**src/design/xbs_pkg.sv**
```systemverilog
// Shared types and constants for the xoshiro256+ byte source.
`default_nettype none

package xbs_pkg;

  localparam int WORD_W      = 64;
  localparam int BYTE_W      = 8;
  localparam int COUNT_W     = 4;
  localparam int POS_W       = 4;
  localparam int NUM_SEEDS   = 4;
  localparam int SEED_IDX_W  = 2;
  localparam int CFG_IDX_W   = 3;
  localparam int SHIFT_AMT   = 17;
  localparam int ROTATE_AMT  = 45;

  localparam logic [COUNT_W-1:0] WORD_BYTES = COUNT_W'(8);
  localparam logic [POS_W-1:0]   POS_EMPTY  = POS_W'(8);

  // Controller to datapath command.
  typedef struct packed {
    logic emit;   // load next byte into the output register
    logic last;   // that byte closes the request
  } ctrl_cmd_t;

endpackage

`default_nettype wire

```
**src/design/xbs_ctrl.sv**
```systemverilog
// Request controller: accepts counts, sequences byte transfers, owns out valid.
`default_nettype none

module xbs_ctrl
  import xbs_pkg::*;
(
  input  wire logic               clk,
  input  wire logic               rst_n,
  input  wire logic               in_tvalid,
  output logic                    in_tready,
  input  wire logic [COUNT_W-1:0] req_count,
  output logic                    out_tvalid,
  input  wire logic               out_tready,
  output ctrl_cmd_t               cmd
);

  localparam logic S_IDLE  = 1'b0;
  localparam logic S_SERVE = 1'b1;

  logic               state_r, state_nxt;
  logic [COUNT_W-1:0] rem_r, rem_nxt;
  logic               out_valid_r, out_valid_nxt;
  logic [COUNT_W-1:0] clamped;
  logic               slot_free;

  assign clamped   = (req_count > WORD_BYTES) ? WORD_BYTES : req_count;
  assign slot_free = !out_valid_r || out_tready;
  assign in_tready = (state_r == S_IDLE);
  assign out_tvalid = out_valid_r;

  assign cmd.emit = (state_r == S_SERVE) && slot_free;
  assign cmd.last = (rem_r == COUNT_W'(1));

  always_comb begin
    state_nxt     = state_r;
    rem_nxt       = rem_r;
    out_valid_nxt = out_valid_r;
    if (out_tready) begin
      out_valid_nxt = 1'b0;
    end
    unique case (state_r)
      S_IDLE: begin
        // zero count: taken, nothing produced
        if (in_tvalid && (clamped != '0)) begin
          state_nxt = S_SERVE;
          rem_nxt   = clamped;
        end
      end
      S_SERVE: begin
        if (cmd.emit) begin
          out_valid_nxt = 1'b1;
          rem_nxt       = rem_r - COUNT_W'(1);
          if (cmd.last) begin
            state_nxt = S_IDLE;
          end
        end
      end
      default: state_nxt = S_IDLE;
    endcase
  end

  always_ff @(posedge clk) begin
    if (!rst_n) begin
      state_r     <= S_IDLE;
      rem_r       <= '0;
      out_valid_r <= 1'b0;
    end else begin
      state_r     <= state_nxt;
      rem_r       <= rem_nxt;
      out_valid_r <= out_valid_nxt;
    end
  end

endmodule

`default_nettype wire

```
**src/design/xbs_dp.sv**
```systemverilog
// Datapath: seed registers, generator state, current word and output register.
`default_nettype none

module xbs_dp
  import xbs_pkg::*;
(
  input  wire logic                 clk,
  input  wire logic                 rst_n,
  input  wire logic                 cfg_we,
  input  wire logic [CFG_IDX_W-1:0] cfg_index,
  input  wire logic [WORD_W-1:0]    cfg_data,
  input  wire ctrl_cmd_t            cmd,
  output logic [BYTE_W-1:0]         out_byte,
  output logic                      out_last
);

  logic [WORD_W-1:0] seed_r [NUM_SEEDS];
  logic [WORD_W-1:0] seed_nxt [NUM_SEEDS];
  logic [WORD_W-1:0] gen_r [NUM_SEEDS];
  logic [WORD_W-1:0] gen_nxt [NUM_SEEDS];
  logic [WORD_W-1:0] cur_r, cur_nxt;
  logic [POS_W-1:0]  pos_r, pos_nxt;
  logic [BYTE_W-1:0] byte_r, byte_nxt;
  logic              last_r, last_nxt;

  logic              seed_hit;
  logic [WORD_W-1:0] sum;
  logic [WORD_W-1:0] t2, t3, s0, s1, s2, s3;

  assign seed_hit = cfg_we && (cfg_index < CFG_IDX_W'(NUM_SEEDS));

  // One xoshiro256+ step.
  always_comb begin
    sum = gen_r[0] + gen_r[3];
    t2  = gen_r[2] ^ gen_r[0];
    t3  = gen_r[3] ^ gen_r[1];
    s1  = gen_r[1] ^ t2;
    s0  = gen_r[0] ^ t3;
    s2  = t2 ^ (gen_r[1] << SHIFT_AMT);
    s3  = (t3 << ROTATE_AMT) | (t3 >> (WORD_W - ROTATE_AMT));
  end

  always_comb begin
    seed_nxt = seed_r;
    gen_nxt  = gen_r;
    cur_nxt  = cur_r;
    pos_nxt  = pos_r;
    byte_nxt = byte_r;
    last_nxt = last_r;
    if (seed_hit) begin
      seed_nxt[cfg_index[SEED_IDX_W-1:0]] = cfg_data;
      gen_nxt = seed_nxt;
      cur_nxt = '0;
      pos_nxt = POS_EMPTY;
    end else if (cmd.emit) begin
      last_nxt = cmd.last;
      if (pos_r[POS_W-1]) begin
        // word used up (or bad position): draw a fresh one
        gen_nxt[0] = s0;
        gen_nxt[1] = s1;
        gen_nxt[2] = s2;
        gen_nxt[3] = s3;
        cur_nxt    = sum;
        byte_nxt   = sum[BYTE_W-1:0];
        pos_nxt    = POS_W'(1);
      end else begin
        byte_nxt = cur_r[pos_r[POS_W-2:0]*BYTE_W +: BYTE_W];
        pos_nxt  = pos_r + POS_W'(1);
      end
    end
  end

  always_ff @(posedge clk) begin
    if (!rst_n) begin
      for (int i = 0; i < NUM_SEEDS; i++) begin
        seed_r[i] <= WORD_W'(i + 1);
        gen_r[i]  <= WORD_W'(i + 1);
      end
      cur_r <= '0;
      pos_r <= POS_EMPTY;
    end else begin
      seed_r <= seed_nxt;
      gen_r  <= gen_nxt;
      cur_r  <= cur_nxt;
      pos_r  <= pos_nxt;
    end
  end

  always_ff @(posedge clk) begin
    byte_r <= byte_nxt;
    last_r <= last_nxt;
  end

  assign out_byte = byte_r;
  assign out_last = last_r;

endmodule

`default_nettype wire

```
**src/design/xoshiro256plus_byte_source_unit.sv**
```systemverilog
// Top level of the xoshiro256+ byte source.
//
// Usage:
//  - in_*: one transfer is a request; in_tdata[3:0] holds byte_count (1..8).
//    A count of 0 is taken and yields nothing; 9..15 is served as 8.
//  - out_*: one transfer per random byte, low byte of each 64-bit word first.
//    out_tlast marks the final byte of the request.
//  - cfg_*: cfg_we writes cfg_data into seed register cfg_index (0..3);
//    other indexes are ignored. Any seed write reloads all four state words
//    and drops the partly used word. Write only while the block is idle.
// Timing:
//  - A request is taken while idle; its N bytes then load the output
//    register one per cycle unless the receiver stalls. The first byte
//    shows once the serve state and then the byte are registered. The
//    generator step (one 64-bit add plus xor/shift/rotate) runs in the
//    same cycle as the byte load, so word boundaries cost nothing.
//  - in_tready is high only between requests; the next request can be taken
//    while the last byte of the previous one still waits in the output
//    register.
// Reset: seeds 1,2,3,4 loaded into the state, current word empty, no
//  output pending. When the receiver stalls, the output register holds its
//  byte and byte generation pauses.
`default_nettype none

module xoshiro256plus_byte_source_unit
  import xbs_pkg::*;
(
  input  wire logic                 clk,
  input  wire logic                 rst_n,
  input  wire logic                 cfg_we,
  input  wire logic [CFG_IDX_W-1:0] cfg_index,
  input  wire logic [WORD_W-1:0]    cfg_data,
  input  wire logic                 in_tvalid,
  output logic                      in_tready,
  input  wire logic [7:0]           in_tdata,   // [3:0] byte_count, [7:4] zero
  output logic                      out_tvalid,
  input  wire logic                 out_tready,
  output logic [7:0]                out_tdata,  // [7:0] data_byte
  output logic                      out_tlast   // last_byte
);

  ctrl_cmd_t cmd;

  xbs_ctrl u_ctrl (
    .clk        (clk),
    .rst_n      (rst_n),
    .in_tvalid  (in_tvalid),
    .in_tready  (in_tready),
    .req_count  (in_tdata[COUNT_W-1:0]),
    .out_tvalid (out_tvalid),
    .out_tready (out_tready),
    .cmd        (cmd)
  );

  xbs_dp u_dp (
    .clk       (clk),
    .rst_n     (rst_n),
    .cfg_we    (cfg_we),
    .cfg_index (cfg_index),
    .cfg_data  (cfg_data),
    .cmd       (cmd),
    .out_byte  (out_tdata),
    .out_last  (out_tlast)
  );

endmodule

`default_nettype wire

```
**config.mk**
```make
export PLATFORM = sky130hd
export DESIGN_NAME = xoshiro256plus_byte_source_unit
export DESIGN_NICKNAME = d
export VERILOG_FILES = /design/src/design/xbs_pkg.sv /design/src/design/xbs_ctrl.sv /design/src/design/xbs_dp.sv /design/src/design/xoshiro256plus_byte_source_unit.sv
export SDC_FILE = /design/constraint.sdc
export NUM_CORES = 2
export LEC_CHECK = 0
export ABC_AREA = 1
export ABC_CLOCK_PERIOD_IN_PS = 2500
export BUFFER_PORTS_ARGS = -buffer_cell sky130_fd_sc_hd__buf_4
export CORE_AREA = 5 5 377 379
export DETAILED_ROUTE_END_ITERATION = 10
export DIE_AREA = 0 0 382 384
export SYNTH_ARGS = -nofsm -noshare
export SYNTH_HDL_FRONTEND = slang
export SYNTH_SLANG_ARGS = --single-unit
```
**constraint.sdc**
```tcl
create_clock -name clk -period 2.5 [get_ports clk]
set_input_delay 0.125 -clock clk [delete_from_list [all_inputs] [get_ports clk]]
set_output_delay 0.125 -clock clk [all_outputs]
set_load 0.01 [all_outputs]
```
==> impl_metrics.toml <==
[pwr]
p_sw_frac = 0.339
leakage_nw = 15.7
p_clk_frac = 0.374
power.total_w = 0.0279
p_seq_frac = 0.395
p_per_area_nw_per_um2 = 720
internal_power_w = 0.0184
ir_drop_mv = 0.414
netSwitchingPower_w = 0.00945
comb_power_share = 0.231

[worst_setup_path]
worst-setup-path-type = "reg -> reg"
end_kind = "flip-flop"
required_ns = 3.07
critical_path_arrival_ns = 2.94
startpoint_type = "flip-flop"
crit_fanout = 5

[clock_tree]
root_buffer = "clkbuf_16"
cts.sinks = 595
htreeDepth = 3
clockBufferDepth = 3
cts_tree = "built"
clock_latency_ns = 0.69
cts_buffers = 69
path_clk_slew_ns = 0.07

[synthesis]
synth_cell_types = 39
syn-num-nets = 4975
synth_top_area_cell = "dfxtp_1"
syn-mean-instance-area_sq_um = 6.82
synth.area.top_cells = "dfxtp_1, nand2_1, o21ai_0"
synth_top_area_share = 0.356
ys_ff_latch = 595
netlist_area_sq_um = 32900
yosys_warnings = 0
yosysSeqAreaShare = 0.364
netlist_instances = 4828

[finish]
areaGrowthSynthToFinish_pct = 17.4
final_common_cell = "nand2_1"
fin_cells = 6731
drive_above_1_share = 0.0857
nFillCells = 15100
num-nets-final = 5017
final_cell_mix = "nand2_1, inv_1, dfxtp_1, o21ai_0, a21oi_1"

[drt]
ant_nets = 0
wirelength_um = 126000
drt_iter0_drc = 3110
firstDrtPassIters = 6
vias_per_cell = 4.88
drt-wirelength-per-cell_um = 18.8
drc = 0
vias = 32800

[sta]
hold_viol_final = 0
fin_tns_setup_ns = 0
relSlewSlack = 0.349
clock_skew_ns = 0.0440
rsz0062_at_grt = "false"
tightest_slew_ns = 0.976
maxSlewViolCount = 0
max_freq_ghz = 0.422
fin_crit_ns = 2.37
finalCritPeriodShare = 0.949
setup_violations = 0

[grt]
grt_antenna_before_repair = 4
grt_overflow = 0
grt_pass1_vias = 29700
grt_max_degree = 140
grt.total_usage = 0.165
grt_pass1_wl_um = 188000

[floorplanning]
io_pins = 91
num_rows = 137
fp.dieArea_sq_um = 147000
start_util = 0.238
core_area_sq_um = 139000
die_h_um = 384
die_w_um = 382

[run_status]
outcome = "finished clean"

[flow_run]
max_cap_violations = 0

[place]
place.gp.congestion = 0.948
hpwl_um = 90300
port_buffers = 86
place_inst = 6534

[hold_path]
min_path_type = "in -> reg"
[through the flow]
| step | hold slack [ns] | worst slack (ns) | cell area [sq um] | util |
|---|---|---|---|---|
| after global routing | 0.171 | 0.000688 | 38700 | 0.279 |
| after floorplan | 0.312 | 0.532 | 32900 | - |
| after global placement | 0.434 | 0.125 | 35600 | 0.257 |
| after detailed placement | 0.440 | 0.146 | 35600 | 0.257 |
| after CTS | 0.128 | 0.129 | 38600 | 0.279 |
| final | 0.166 | 0.128 | 38700 | 0.279 |
[power by group through the flow]
stage | clock network, W | registers, W | logic, W
after CTS | 0.0106 | 0.0110 | 0.00635
after floorplan | 0 | 0.0109 | 0.00404
final | 0.0104 | 0.0110 | 0.00644
after global routing | 0.0110 | 0.0111 | 0.00701
after global placement | 0 | 0.0112 | 0.00613
after detailed placement | 0 | 0.0112 | 0.00620
[path summary, 6_finish.rpt]
| path | start | to | slack (ns) | cells past startpoint |
|---|---|---|---|---|
| worst max register to register | u_dp.gen_r[46]$_SDFFE_PN0P_ | u_dp.cur_r[63]$_SDFFE_PP0P_ | 0.13 | 12 |
| worst min register to register | u_dp.seed_r[129]$_SDFFE_PN1P_ | u_dp.seed_r[129]$_SDFFE_PN1P_ | 0.45 | 2 |
| worst max-delay path | u_dp.gen_r[46]$_SDFFE_PN0P_ | u_dp.cur_r[63]$_SDFFE_PP0P_ | 0.13 | 12 |
| worst min-delay path | cfg_index[1] | u_dp.seed_r[154]$_SDFFE_PN0P_ | 0.17 | 5 |
[area by class of cell]
cell class                      count  area [sq um]  share of cell area
Antenna cell                        2          5.00            0.000129
Clock buffer                      101          2040              0.0527
Clock inverter                     22           268             0.00692
Inverter                          690          2630              0.0679
Multi-Input combinational cell   3262         17100               0.442
Sequential cell                   595         12000               0.310
Tap cell                         1807          2260              0.0584
Timing Repair Buffer              252          2380              0.0615
[flip-flops by register name, summed over array words and instances, names as in the netlist]
signal,flops
u_dp.out_last,1
u_dp.out_byte,8
u_dp.gen_r,256
u_dp.cur_r,64
u_dp.seed_r,256
u_ctrl.rem_r,4
u_ctrl.state_r,1
u_ctrl.out_tvalid,1
u_dp.pos_r,4
[cell families (layout without fill, tap and decap cells)]
group | after synthesis | count (layout) | share of synthesized area
adders and majority gates | 67 | 67 | 0.0257
other | 0 | 2 | 0
and+or+nand+nor | 1446 | 1446 | 0.183
AOI/OAI and AO/OA | 1521 | 1521 | 0.248
buffers and inverters | 971 | 1065 | 0.118
xor gates and xnor gates | 228 | 228 | 0.0606
DFF | 595 | 595 | 0.364
[metal layers]
| metal | up-vias | GRT usage | wire [um] |
|---|---|---|---|
| met5 | - | 0 | 0 |
| met4 | 0 | 0.0454 | 3420 |
| met3 | 172 | 0.0231 | 8060 |
| met2 | 1048 | 0.267 | 56600 |
| met1 | 15500 | 0.231 | 58100 |
| li1 | 16100 | - | - |
[cells in the mapped netlist]
cell type	n
nor2_4	3
nand2_2	7
o21ai_0	540
inv_1	678
ha_1	66
o21a_1	12
or2_1	2
nand4_1	10
edfxtp_1	9
nor2_1	261
nor2_2	4
xnor2_1	169
buf_1	14
fa_1	1
o21bai_1	17
o211ai_1	20
nand2_1	861
nor3_2	5
nor3_1	13
or2_2	78
xor2_1	59
a211oi_1	2
nand3_2	2
inv_2	11
o21ai_1	221
buf_2	84
a31oi_1	173
a21oi_1	362
nand3_1	197
nor2_8	1
a41oi_1	2
buf_4	11
buf_6	13
clkbuf_1	159
nor4_1	2
dfxtp_1	586
clkinv_1	1
o22ai_1	171
o32a_1	1
[worst max-delay path: stages, from the launching register on]
cell and delay [ns]:
dfxtp_1 0.40, ha_1 0.52, nand2_1 0.15, nor2_1 0.27, nand2_1 0.16, inv_1 0.09
nand2_1 0.08, nand2_1 0.11, a21oi_1 0.12, nand3_1 0.10, nand3_1 0.12, nand2_1 0.09
inv_1 0.03
[what timing repair did]
action | in CTS | in global routing
setup endpoints to repair | 0 | 24
gates resized for setup | 0 | 21
hold endpoints to repair | 502 | 0
hold buffers | 72 | 0
setup buffers | 0 | 0
No activity file was read; power rests on OpenSTA's default activity.
